File: src/rtl/rdc_pkg.sv
`timescale 1ns / 1ps
// shared constants, types and helpers for the radix digit converter
// no dependencies
package rdc_pkg;

   localparam int VALUE_WIDTH = 32;
   localparam int VALUE_BITS  = 32;
   localparam int RADIX_BITS  = 6;
   localparam int DIGIT_BITS  = 6;
   localparam int CHAR_BITS   = 8;
   localparam int CNT_W       = $clog2(VALUE_WIDTH + 1);
   localparam int IDX_W       = $clog2(VALUE_WIDTH);

   localparam logic [RADIX_BITS-1:0] RADIX_MIN      = 6'd2;
   localparam logic [RADIX_BITS-1:0] RADIX_MAX      = 6'd36;
   localparam logic [RADIX_BITS-1:0] RADIX_RESET    = 6'd10;
   localparam logic [DIGIT_BITS-1:0] DECIMAL_DIGITS = 6'd10;
   localparam logic [CHAR_BITS-1:0]  CHAR_ZERO      = 8'h30;
   localparam logic [CHAR_BITS-1:0]  CHAR_LOWER_A   = 8'h61;

   typedef enum logic [1:0] {
      ST_IDLE,
      ST_DIV,
      ST_EMIT,
      ST_ERR
   } rdc_state_type;

   function automatic logic radix_ok(input logic [RADIX_BITS-1:0] r);
      return (r >= RADIX_MIN) && (r <= RADIX_MAX);
   endfunction

   function automatic logic [CHAR_BITS-1:0] digit_to_char(input logic [DIGIT_BITS-1:0] d);
      logic [CHAR_BITS-1:0] d_ext;
      d_ext = {2'b00, d};
      if (d < DECIMAL_DIGITS) begin
         return CHAR_ZERO + d_ext;
      end
      return CHAR_LOWER_A + d_ext - {2'b00, DECIMAL_DIGITS};
   endfunction

endpackage

File: src/rtl/rdc_if.sv
`timescale 1ns / 1ps
// valid/ready channel interfaces: request, response and register write
// depends on rdc_pkg
interface rdc_req_if;
   import rdc_pkg::*;
   logic                  valid;
   logic                  ready;
   logic [VALUE_BITS-1:0] value;
   modport source (output valid, output value, input ready);
   modport sink   (input valid, input value, output ready);
endinterface

interface rdc_rsp_if;
   import rdc_pkg::*;
   logic                 valid;
   logic                 ready;
   logic [CHAR_BITS-1:0] digit_char;
   logic                 last;
   logic                 error;
   modport source (output valid, output digit_char, output last, output error, input ready);
   modport sink   (input valid, input digit_char, input last, input error, output ready);
endinterface

interface rdc_csr_if;
   import rdc_pkg::*;
   logic                  valid;
   logic                  ready;
   logic [RADIX_BITS-1:0] radix;
   modport source (output valid, output radix, input ready);
   modport sink   (input valid, input radix, output ready);
endinterface

File: src/rtl/radix_digit_converter_unit.sv
`timescale 1ns / 1ps
// converts an unsigned value into its digit characters in the radix register's base
// depends on rdc_pkg, rdc_if and rdc_div
// sequence: divide by the radix until the quotient is zero, then emit the digits most significant first
// accept: a new value is taken only when idle, once the previous value's last beat is in the output register
// bad radix: one error beat, then back to idle
// reset: synchronous; radix returns to 10, control and output valid cleared
module radix_digit_converter_unit (
   input  logic      clock,
   input  logic      reset,
   rdc_req_if.sink   req,
   rdc_rsp_if.source rsp,
   rdc_csr_if.sink   csr
);
   import rdc_pkg::*;

   rdc_state_type          state_ff, state_in;
   logic [RADIX_BITS-1:0]  radix_ff;
   logic [CNT_W-1:0]       cnt_ff, cnt_in;
   logic [DIGIT_BITS-1:0]  stack_ff [VALUE_WIDTH];
   logic                   push;
   logic                   rsp_valid_ff, rsp_valid_in;
   logic [CHAR_BITS-1:0]   rsp_char_ff, rsp_char_in;
   logic                   rsp_last_ff, rsp_last_in;
   logic                   rsp_err_ff, rsp_err_in;
   logic                   slot_free;
   logic                   accept;
   logic [CNT_W-1:0]       cnt_m1;
   logic                   div_start;
   logic [VALUE_WIDTH-1:0] div_dividend;
   logic                   div_done;
   logic [VALUE_WIDTH-1:0] div_quo;
   logic [DIGIT_BITS-1:0]  div_rem;

   rdc_div u_div (
      .clock     (clock),
      .reset     (reset),
      .start     (div_start),
      .dividend  (div_dividend),
      .radix     (radix_ff),
      .done      (div_done),
      .quotient  (div_quo),
      .remainder (div_rem)
   );

   assign csr.ready = 1'b1;

   always_ff @(posedge clock) begin
      if (reset) begin
         radix_ff <= RADIX_RESET;
      end else if (csr.valid) begin
         radix_ff <= csr.radix;
      end
   end

   always_comb begin
      slot_free    = !rsp_valid_ff || rsp.ready;
      req.ready    = (state_ff == ST_IDLE);
      accept       = req.valid && (state_ff == ST_IDLE);
      cnt_m1       = cnt_ff - 1'b1;
      state_in     = state_ff;
      cnt_in       = cnt_ff;
      push         = 1'b0;
      div_start    = 1'b0;
      div_dividend = div_quo;
      rsp_valid_in = rsp_valid_ff && !rsp.ready;
      rsp_char_in  = rsp_char_ff;
      rsp_last_in  = rsp_last_ff;
      rsp_err_in   = rsp_err_ff;
      unique case (state_ff)
         ST_IDLE: begin
            div_dividend = VALUE_WIDTH'(req.value);
            if (accept) begin
               cnt_in = '0;
               if (radix_ok(radix_ff)) begin
                  div_start = 1'b1;
                  state_in  = ST_DIV;
               end else begin
                  state_in = ST_ERR;
               end
            end
         end
         ST_DIV: begin
            if (div_done) begin
               push   = 1'b1;
               cnt_in = cnt_ff + 1'b1;
               if (div_quo == '0) begin
                  state_in = ST_EMIT;
               end else begin
                  div_start = 1'b1;
               end
            end
         end
         ST_EMIT: begin
            if (slot_free) begin
               rsp_valid_in = 1'b1;
               rsp_char_in  = digit_to_char(stack_ff[cnt_m1[IDX_W-1:0]]);
               rsp_last_in  = (cnt_ff == CNT_W'(1));
               rsp_err_in   = 1'b0;
               cnt_in       = cnt_m1;
               if (cnt_ff == CNT_W'(1)) begin
                  state_in = ST_IDLE;
               end
            end
         end
         ST_ERR: begin
            if (slot_free) begin
               rsp_valid_in = 1'b1;
               rsp_char_in  = '0;
               rsp_last_in  = 1'b1;
               rsp_err_in   = 1'b1;
               state_in     = ST_IDLE;
            end
         end
         default: begin
            state_in = ST_IDLE;
         end
      endcase
   end

   always_ff @(posedge clock) begin
      if (reset) begin
         state_ff     <= ST_IDLE;
         cnt_ff       <= '0;
         rsp_valid_ff <= 1'b0;
      end else begin
         state_ff     <= state_in;
         cnt_ff       <= cnt_in;
         rsp_valid_ff <= rsp_valid_in;
      end
      rsp_char_ff <= rsp_char_in;
      rsp_last_ff <= rsp_last_in;
      rsp_err_ff  <= rsp_err_in;
   end

   // digit stack, least significant digit at the bottom
   always_ff @(posedge clock) begin
      if (push) begin
         stack_ff[cnt_ff[IDX_W-1:0]] <= div_rem;
      end
   end

   assign rsp.valid      = rsp_valid_ff;
   assign rsp.digit_char = rsp_char_ff;
   assign rsp.last       = rsp_last_ff;
   assign rsp.error      = rsp_err_ff;

   a_err_beat: assert property (@(posedge clock) disable iff (reset)
      rsp_valid_ff && rsp_err_ff |-> rsp_last_ff && rsp_char_ff == '0)
      else $error("error beat without last or with a character");
   a_idle_empty: assert property (@(posedge clock) disable iff (reset)
      state_ff == ST_IDLE |-> cnt_ff == '0)
      else $error("digit stack not empty while idle");
   a_done_in_div: assert property (@(posedge clock) disable iff (reset)
      div_done |-> state_ff == ST_DIV)
      else $error("divider finished outside divide state");
   a_cnt_range: assert property (@(posedge clock) disable iff (reset)
      cnt_ff <= CNT_W'(VALUE_WIDTH))
      else $error("digit count beyond stack depth");
   a_char_range: assert property (@(posedge clock) disable iff (reset)
      rsp_valid_ff && !rsp_err_ff |->
         (rsp_char_ff >= CHAR_ZERO && rsp_char_ff <= 8'h39) ||
         (rsp_char_ff >= CHAR_LOWER_A && rsp_char_ff <= 8'h7a))
      else $error("digit beat outside character set");

endmodule

File: src/rtl/rdc_div.sv
`timescale 1ns / 1ps
// bit-serial restoring divider: one quotient bit per cycle by a 6-bit radix
// depends on rdc_pkg
module rdc_div (
   input  logic                                clock,
   input  logic                                reset,
   input  logic                                start,
   input  logic [rdc_pkg::VALUE_WIDTH-1:0]     dividend,
   input  logic [rdc_pkg::RADIX_BITS-1:0]      radix,
   output logic                                done,
   output logic [rdc_pkg::VALUE_WIDTH-1:0]     quotient,
   output logic [rdc_pkg::DIGIT_BITS-1:0]      remainder
);
   import rdc_pkg::*;

   logic                   busy_ff, busy_in;
   logic                   done_ff, done_in;
   logic [CNT_W-1:0]       cnt_ff, cnt_in;
   logic [VALUE_WIDTH-1:0] quo_ff, quo_in;
   logic [DIGIT_BITS-1:0]  rem_ff, rem_in;
   logic [DIGIT_BITS:0]    trial;
   logic [DIGIT_BITS:0]    diff;
   logic                   ge;

   always_comb begin
      trial   = {rem_ff, quo_ff[VALUE_WIDTH-1]};
      diff    = trial - {1'b0, radix};
      ge      = trial >= {1'b0, radix};
      busy_in = busy_ff;
      done_in = 1'b0;
      cnt_in  = cnt_ff;
      quo_in  = quo_ff;
      rem_in  = rem_ff;
      if (start) begin
         busy_in = 1'b1;
         cnt_in  = CNT_W'(VALUE_WIDTH);
         quo_in  = dividend;
         rem_in  = '0;
      end else if (busy_ff) begin
         cnt_in = cnt_ff - 1'b1;
         quo_in = {quo_ff[VALUE_WIDTH-2:0], ge};
         rem_in = ge ? diff[DIGIT_BITS-1:0] : trial[DIGIT_BITS-1:0];
         if (cnt_ff == CNT_W'(1)) begin
            busy_in = 1'b0;
            done_in = 1'b1;
         end
      end
   end

   always_ff @(posedge clock) begin
      if (reset) begin
         busy_ff <= 1'b0;
         done_ff <= 1'b0;
         cnt_ff  <= '0;
      end else begin
         busy_ff <= busy_in;
         done_ff <= done_in;
         cnt_ff  <= cnt_in;
      end
      quo_ff <= quo_in;
      rem_ff <= rem_in;
   end

   assign done      = done_ff;
   assign quotient  = quo_ff;
   assign remainder = rem_ff;

   a_done_after_busy: assert property (@(posedge clock) disable iff (reset)
      done_ff |-> $past(busy_ff) && !busy_ff)
      else $error("divider done without a finished run");
   a_cnt_idle: assert property (@(posedge clock) disable iff (reset)
      !busy_ff |-> cnt_ff == '0 || start || $past(start) == 1'b0)
      else $error("divider count out of step");
   a_rem_below_radix: assert property (@(posedge clock) disable iff (reset)
      done_ff |-> rem_ff < radix)
      else $error("remainder not below radix");

endmodule
File: src/flat_wrapper.sv
// flat-port wrapper written by rule: the top's interface ports become plain ports
module radix_digit_converter_unit_flat import rdc_pkg::*;
  (clock, reset, req_valid, req_value, req_ready, rsp_valid, rsp_digit_char, rsp_last, rsp_error, rsp_ready, csr_valid, csr_radix, csr_ready);
  rdc_req_if req_i ();
  rdc_rsp_if rsp_i ();
  rdc_csr_if csr_i ();
  input  logic clock;
  input  logic reset;
  input wire logic [$bits(req_i.valid)-1:0] req_valid;
  input wire logic [$bits(req_i.value)-1:0] req_value;
  output wire logic [$bits(req_i.ready)-1:0] req_ready;
  output wire logic [$bits(rsp_i.valid)-1:0] rsp_valid;
  output wire logic [$bits(rsp_i.digit_char)-1:0] rsp_digit_char;
  output wire logic [$bits(rsp_i.last)-1:0] rsp_last;
  output wire logic [$bits(rsp_i.error)-1:0] rsp_error;
  input wire logic [$bits(rsp_i.ready)-1:0] rsp_ready;
  input wire logic [$bits(csr_i.valid)-1:0] csr_valid;
  input wire logic [$bits(csr_i.radix)-1:0] csr_radix;
  output wire logic [$bits(csr_i.ready)-1:0] csr_ready;
  assign req_i.valid = req_valid;
  assign req_i.value = req_value;
  assign req_ready = req_i.ready;
  assign rsp_valid = rsp_i.valid;
  assign rsp_digit_char = rsp_i.digit_char;
  assign rsp_last = rsp_i.last;
  assign rsp_error = rsp_i.error;
  assign rsp_i.ready = rsp_ready;
  assign csr_i.valid = csr_valid;
  assign csr_i.radix = csr_radix;
  assign csr_ready = csr_i.ready;
  radix_digit_converter_unit u_core (.clock(clock), .reset(reset), .req(req_i), .rsp(rsp_i), .csr(csr_i));
endmodule
File: config.mk
export PLATFORM = sky130hd
export DESIGN_NAME = radix_digit_converter_unit_flat
export DESIGN_NICKNAME = d
export VERILOG_FILES = /design/src/rtl/rdc_pkg.sv /design/src/rtl/rdc_if.sv /design/src/rtl/radix_digit_converter_unit.sv /design/src/rtl/rdc_div.sv /design/src/flat_wrapper.sv
export SDC_FILE = /design/constraint.sdc
export NUM_CORES = 1
export LEC_CHECK = 0
export ABC_AREA = 1
export BUFFER_PORTS_ARGS = -buffer_cell sky130_fd_sc_hd__buf_4
export CORE_UTILIZATION = 66
export DETAILED_ROUTE_END_ITERATION = 6
export PLACE_DENSITY = 0.95
export SLEW_MARGIN = 20
export SYNTH_ARGS = -nofsm -noshare
export SYNTH_HDL_FRONTEND = slang
export SYNTH_HIERARCHICAL = 1
export SYNTH_SLANG_ARGS = --single-unit
File: constraint.sdc
create_clock -name clock -period 4.7 [get_ports clock]
set_input_delay 0.47 -clock clock [delete_from_list [all_inputs] [get_ports clock]]
set_output_delay 0.47 -clock clock [all_outputs]
set_load 0.005 [all_outputs]
# [Word level (Yosys, flattened, before mapping)]
# Memories as Yosys holds them, arrays and structs flattened.
# Cells that the tools add are included.
[classes] addsub=7 n_lt_le_gt_ge=4 n_eq_ne=12 n_mux=46 bitwise=1 n_reduce_logical=18
[ops] cell="32-bit 2-to-1 mux" count=3
[ops] cell="6-bit 2-to-1 mux" count=6
[ops] cell="32-bit zero test" count=1
[ops] cell="8-bit 2-to-1 mux" count=4
[ops] cell="1-bit 2-to-1 mux" count=20
[ops] cell="6-bit case mux with 3 select lines" count=1
[ops] cell="8-bit case mux with 2 select lines" count=1
[ops] cell="2-bit 2-to-1 mux" count=7
[ops] cell="6-bit by 1-bit equality test with 1-bit output, second input constant" count=2
[ops] cell="6-bit by 1-bit subtractor with 6-bit output, second input constant" count=2
[ops] cell="2-bit by 1-bit inequality test with 1-bit output, second input constant" count=5
[ops] cell="7-bit by 6-bit adder with 8-bit output, first input constant" count=1
[ops] cell="2-bit case mux with 4 select lines" count=1
[ops] cell="8-bit by 4-bit subtractor with 8-bit output, second input constant" count=1
[ops] cell="6-bit by 6-bit adder with 7-bit output, first input constant" count=1
[ops] cell="7-bit by 6-bit >= comparator with 1-bit output" count=1
[ops] cell="6-bit by 1-bit adder with 6-bit output, second input constant" count=1
[ops] cell="6-bit by 2-bit >= comparator with 1-bit output, second input constant" count=1
[ops] cell="6-bit less-or-equal comparator, second input constant" count=1
[ops] cell="6-bit by 4-bit < comparator with 1-bit output, second input constant" count=1
[ops] cell="1-bit case mux with 2 select lines" count=3
[ops] cell="6-bit AND reduction" count=1
[ops] cell="6-bit subtractor" count=1
[ops] cell="2-bit equality test, second input constant" count=2
[ops] cell="other kinds (14)" count=20
[word_totals] reg_bits=71 mem_bits_rw=192 input_bits=43 output_inout_bits=13 n_memories=1
[memory_table] memory="u_core.stack_ff" words=32 word_bits=6 rd=1 rd_clocked_by_memory_dff=0 wr=1 line="radix_digit_converter_unit.sv:20" source="logic [DIGIT_BITS-1:0] stack_ff [VALUE_WIDTH];"

# [Depth between registers and ports, before layout]
# An unclocked memory read counts as a cell.
[logic_depth] word_depth=9 ltp_mapped=24

# [By module]
# Netlist, hierarchy kept.
[modules_own_cells] mod="radix_digit_converter_unit" instances=1 cells_per_inst=961 area_each_um2=10074.7
[modules_own_cells] mod="rdc_div" instances=1 cells_per_inst=284 area_each_um2=2351.0

# [Worst setup path after synthesis]
# OpenSTA, ideal clock, no wires.
[synth_timing] kind="register -> register" from="register u_core.cnt_ff[0]" to="register u_core.rsp_char_ff[0] (netlist: u_core/rsp.digit_char[0]) (data pin)" setup_ps=259 arrival_ps=2816 path_slack_ps=1625 stages_incl_launch_ff=22 synth_period_minus_slack_ps=3075 path_cell_list="dfxtp_1 > buf_6 > inv_4 > buf_4 > buf_2 > ha_1 > buf_4 > inv_2 > buf_4 > buf_4 > o21ai_0 > o221ai_1 > nand3_1 > nand2_1 > nand2_1 > nand2_2 > inv_1 > ha_1 > nand2_4 > inv_2 > o21ai_0 > a21oi_1"
[synth_between] elab_chain_len=9
[synth_lines] element="start: declaration" line="radix_digit_converter_unit.sv:19" source="logic [CNT_W-1:0] cnt_ff, cnt_in;"
[synth_lines] element="start signal: assignment" line="radix_digit_converter_unit.sv:128" source="cnt_ff <= cnt_in;"
[synth_lines] element="6-bit by 1-bit subtractor with 6-bit output *" line="radix_digit_converter_unit.sv:60" source="cnt_m1 = cnt_ff - 1'b1;"
[synth_lines] element="memory 32 x 6 bit *"
[synth_lines] element="branches (longest 4 deep; another with 7-bit by 6-bit adder with 8-bit output)"
[synth_lines] element="8-bit 2-to-1 mux *" line="rdc_pkg.sv:38" source="return CHAR_LOWER_A + d_ext - {2'b00, DECIMAL_DIGITS};"
[synth_lines] element="8-bit 2-to-1 mux *" line="radix_digit_converter_unit.sv:95" source="if (slot_free) begin"
[synth_lines] element="8-bit case mux with 2 select lines *" line="radix_digit_converter_unit.sv:70" source="unique case (state_ff)"
[synth_lines] element="end signal: assignment" line="radix_digit_converter_unit.sv:131" source="rsp_char_ff <= rsp_char_in;"
[synth_lines] element="end: declaration" line="radix_digit_converter_unit.sv:23" source="logic [CHAR_BITS-1:0] rsp_char_ff, rsp_char_in;"
# Every way passes the cells marked *. The select of a mux whose other input is x is not followed.
# A chain may end at the register's enable or synchronous reset.

# [Worst setup path after layout]
[layout_timing] from="register u_core.cnt_ff[1]" to="register u_core.rsp_char_ff[6] (netlist: u_core/rsp.digit_char[6]) (data pin)"
# Same word-level chain as after synthesis.

==> impl_metrics.env <==
export IMPL_skew_ns=0.0142
export IMPL_final_core_util_pct=75.5
export IMPL_syn_nets=1311
export IMPL_first_global_vias=9315
export IMPL_yosys_warnings=6
export IMPL_cts_max_path_buffers=3
export IMPL_drive_gt1_share_pct=13.0
export IMPL_cts_buffers=26
export IMPL_critPathLaunchType="flop"
export IMPL_hold_buffers=0
export IMPL_clkLatencyLatePin_ns=0.53
export IMPL_status="finished with violations"
export IMPL_ios=56
export IMPL_post_route_drc_count=5
export IMPL_root_buffer="clkbuf_16"
export IMPL_combPwrFrac_pct=41.6
export IMPL_layout_nets=1351
export IMPL_clkPwrFrac_pct=22.2
export IMPL_min_period_over_period_pct=76.0
export IMPL_synthArstFlopShare_pct=0
export IMPL_cpMostUsedCell="nand2_1"
export IMPL_crit_required_ns=5.04
export IMPL_grt_antenna_before_repair=0
export IMPL_synthTopCellsByArea="edfxtp_1 (57%), nand2_1 (12%), nand3_1 (5.5%), dfxtp_1 (4.7%), nor2_1 (3.4%)"
export IMPL_crit_chain="inv_1 -> ha_2 -> buf_4 -> o21ai_0 -> o21ai_0 -> o211ai_1 -> nand2_1 -> nand2_1 -> nand2_2 -> inv_1 -> ha_1 -> nand2_4 -> nand2_1 -> a211oi_2"
export IMPL_worstPathArrival_ns=3.91
export IMPL_clock_fmax_ghz=0.280
export IMPL_cp_num_buf_inv=3
export IMPL_grt_pass1_wl_um=47200
export IMPL_synthTopCellsByCount="nand2_1 (392), edfxtp_1 (234), nand3_1 (137)"
export IMPL_syn_area_sq_um=12400
export IMPL_viasPerCell=6.22
export IMPL_rows=49
export IMPL_endpoint_kind="flop"
export IMPL_ctsResizeCount=0
export IMPL_ys_seq_area_share_pct=61.2
export IMPL_syn_avg_cell_area_sq_um=9.98
export IMPL_worstPathMaxFanout=47
export IMPL_start_util_pct=68.2
export IMPL_syn_to_final_growth_pct=10.6
export IMPL_tritoncts="yes"
export IMPL_slowest_delay_ns=0.57
export IMPL_post_synth_top_count_cell="nand2_1"
export IMPL_port_buffer_count=54
export IMPL_synth_cell_type_count=46
export IMPL_synth_seq_cells=263
export IMPL_violations="DRC"
export IMPL_maxCapViolations=0
export IMPL_p_int_mw=5.67
export IMPL_ir_drop_v=0.000482
export IMPL_crit_slowest_cell="ha_2"
export IMPL_die_height_um=139
export IMPL_finalMaxSlewViolations=0
export IMPL_worstSetupPathType="reg2reg"
export IMPL_grt_max_degree=101
export IMPL_ant_nets=0
export IMPL_setup_tns_ns=0
export IMPL_track_usage_pct=31.3
export IMPL_yosysTopAreaCellShare_pct=56.6
export IMPL_die_area_sq_um=19400
export IMPL_synth_edf_count=234
export IMPL_p_switching_mw=3.75
export IMPL_fillers=1010
export IMPL_vias=9537
export IMPL_post_cts_setup_buffers=0
export IMPL_finalSetupViolCount=0
export IMPL_die_w_um=139
export IMPL_synth_flop_cell="edfxtp_1"
export IMPL_dr_first_iter_drc_count=1549
export IMPL_core_area_sq_um=18200
export IMPL_cts_sinks=263
export IMPL_drt_pass1_iterations=7
export IMPL_hold_path_class="in2reg"
export IMPL_p_seq_share_pct=36.2
export IMPL_htreeDepth=1
export IMPL_dp_hpwl_um=18300
export IMPL_path_delay_family="compound AO/OA/AOI/OAI gates"
export IMPL_p_leak_nw=5.56
export IMPL_powerDensity_nw_per_um2=685
export IMPL_slew_headroom_pct=29.1
export IMPL_rsz0062_at_grt="false"
export IMPL_overflow=0
export IMPL_hold_viol=0
export IMPL_worst_slew_pin_slew_ns=1.06
export IMPL_drt_wl_total_um=30100
export IMPL_wire_per_inst_um=19.6
export IMPL_syn_inst=1245
export IMPL_synth_top_cell_by_area="edfxtp_1"
export IMPL_gp_congestion=0.891
export IMPL_period_minus_slack_ns=3.57
export IMPL_switching_share_pct=39.8
export IMPL_antenna_cells=0
export IMPL_clkTransAtPathRegs_ns=0.06
-- power by group through the flow --
stage               combinational [mW]  sequential [mW]  clock, mW
CTS                               3.81             3.41       2.10
detailed placement                3.73             3.45          0
finish                            3.92             3.41       2.09
global placement                  3.50             3.43          0
global route                      4.26             3.44       2.20
floorplan                         2.69             3.46          0
-- area by class of cell --
class | instances | area (sq um) | share of cell area [%]
Tap cell | 229 | 287 | 2.08
Clock buffer | 30 | 707 | 5.14
Timing Repair Buffer | 65 | 488 | 3.55
Inverter | 95 | 362 | 2.63
Sequential cell | 263 | 7610 | 55.4
Multi-Input combinational cell | 834 | 4130 | 30.1
Clock inverter | 17 | 160 | 1.17
-- routing by layer --
| metal | up-vias | track usage [%] | wire (um) |
|---|---|---|---|
| li1 | 4286 | - | - |
| met1 | 4483 | 38.9 | 10800 |
| met2 | 649 | 54.4 | 15100 |
| met3 | 119 | 4.58 | 2930 |
| met4 | 0 | 14.7 | 1320 |
| met5 | - | 0 | 0 |
-- state kept, by name, summed over array words and instances (netlist names), 2 cells and up --
register,count
u_core/u_div/cnt_ff,6
u_core/radix_ff,6
u_core/rsp.digit_char,8
u_core/u_div/quotient,32
u_core/state_ff,2
u_core/u_div/remainder,6
u_core/cnt_ff,6
u_core/stack_ff,192
-- metrics by stage --
step           area, sq um  std cells  worst slack, ns  power (mW)  hold WS (ns)
2_1_floorplan        12400       1245             1.63        6.16         0.444
3_3_place_gp         12900       1486             1.47        6.93         0.456
3_5_place_dp         12900       1486             1.30        7.17         0.476
4_1_cts              13700       1533             1.22        9.32         0.147
5_1_grt              13700       1533            0.917        9.89         0.156
6_report             13700       1533             1.13        9.42         0.155
-- worst register-to-register path, delay by kind of cell (launching register included) --
family          cells  cell delay (ns)
buf+inv             3             0.71
simple gates        5             0.56
compound gates      4             0.84
flops               1             0.47
fa+ha+maj           2             0.80
-- cells by family (layout without fill, tap and decap cells) --
kind of cell | Yosys count | count (layout) | share of synthesized area (%)
buffers and inverters | 148 | 207 | 5.59
adder cells (fa/ha/maj) | 23 | 23 | 2.38
AO/OA/AOI/OAI | 93 | 93 | 4.37
flip-flops | 263 | 263 | 61.2
other | 1 | 1 | 0.0302
AND/OR/NAND/NOR | 683 | 683 | 23.4
XOR/XNOR | 2 | 2 | 0.141
multiplexers | 32 | 32 | 2.90
-- worst paths after layout --
kind | start | end | slack, ns | depth (start not counted)
max | u_core/cnt_ff[1]$_SDFFE_PP0P_ | u_core/rsp.digit_char[6]$_SDFFCE_PP0P_ | 1.13 | 14
min | csr_radix[1] | u_core/radix_ff[1]$_SDFFE_PP1P_ | 0.16 | 3
max reg2reg | u_core/cnt_ff[1]$_SDFFE_PP0P_ | u_core/rsp.digit_char[6]$_SDFFCE_PP0P_ | 1.13 | 14
min reg2reg | u_core/u_div/cnt_ff[3]$_SDFFE_PP0P_ | u_core/u_div/cnt_ff[3]$_SDFFE_PP0P_ | 0.49 | 2
-- cell usage in the layout (no fill, tap or decap), types with 5 or more instances in the layout --
master | netlist | layout
mux2_2 | 32 | 32
dfxtp_1 | 29 | 27
inv_1 | 87 | 87
nand3_1 | 137 | 137
nand2_2 | 10 | 10
clkbuf_16 | 0 | 27
o211ai_1 | 8 | 8
nor4_1 | 11 | 11
buf_4 | 10 | 65
edfxtp_1 | 234 | 234
clkinv_1 | 1 | 7
inv_2 | 5 | 5
nand4_1 | 5 | 5
clkinv_2 | 0 | 5
nand3b_1 | 5 | 5
ha_1 | 22 | 21
nand2_1 | 392 | 392
a21oi_1 | 23 | 23
nor2_1 | 111 | 111
o21ai_0 | 45 | 44
Power figures use the tool's default switching activity.
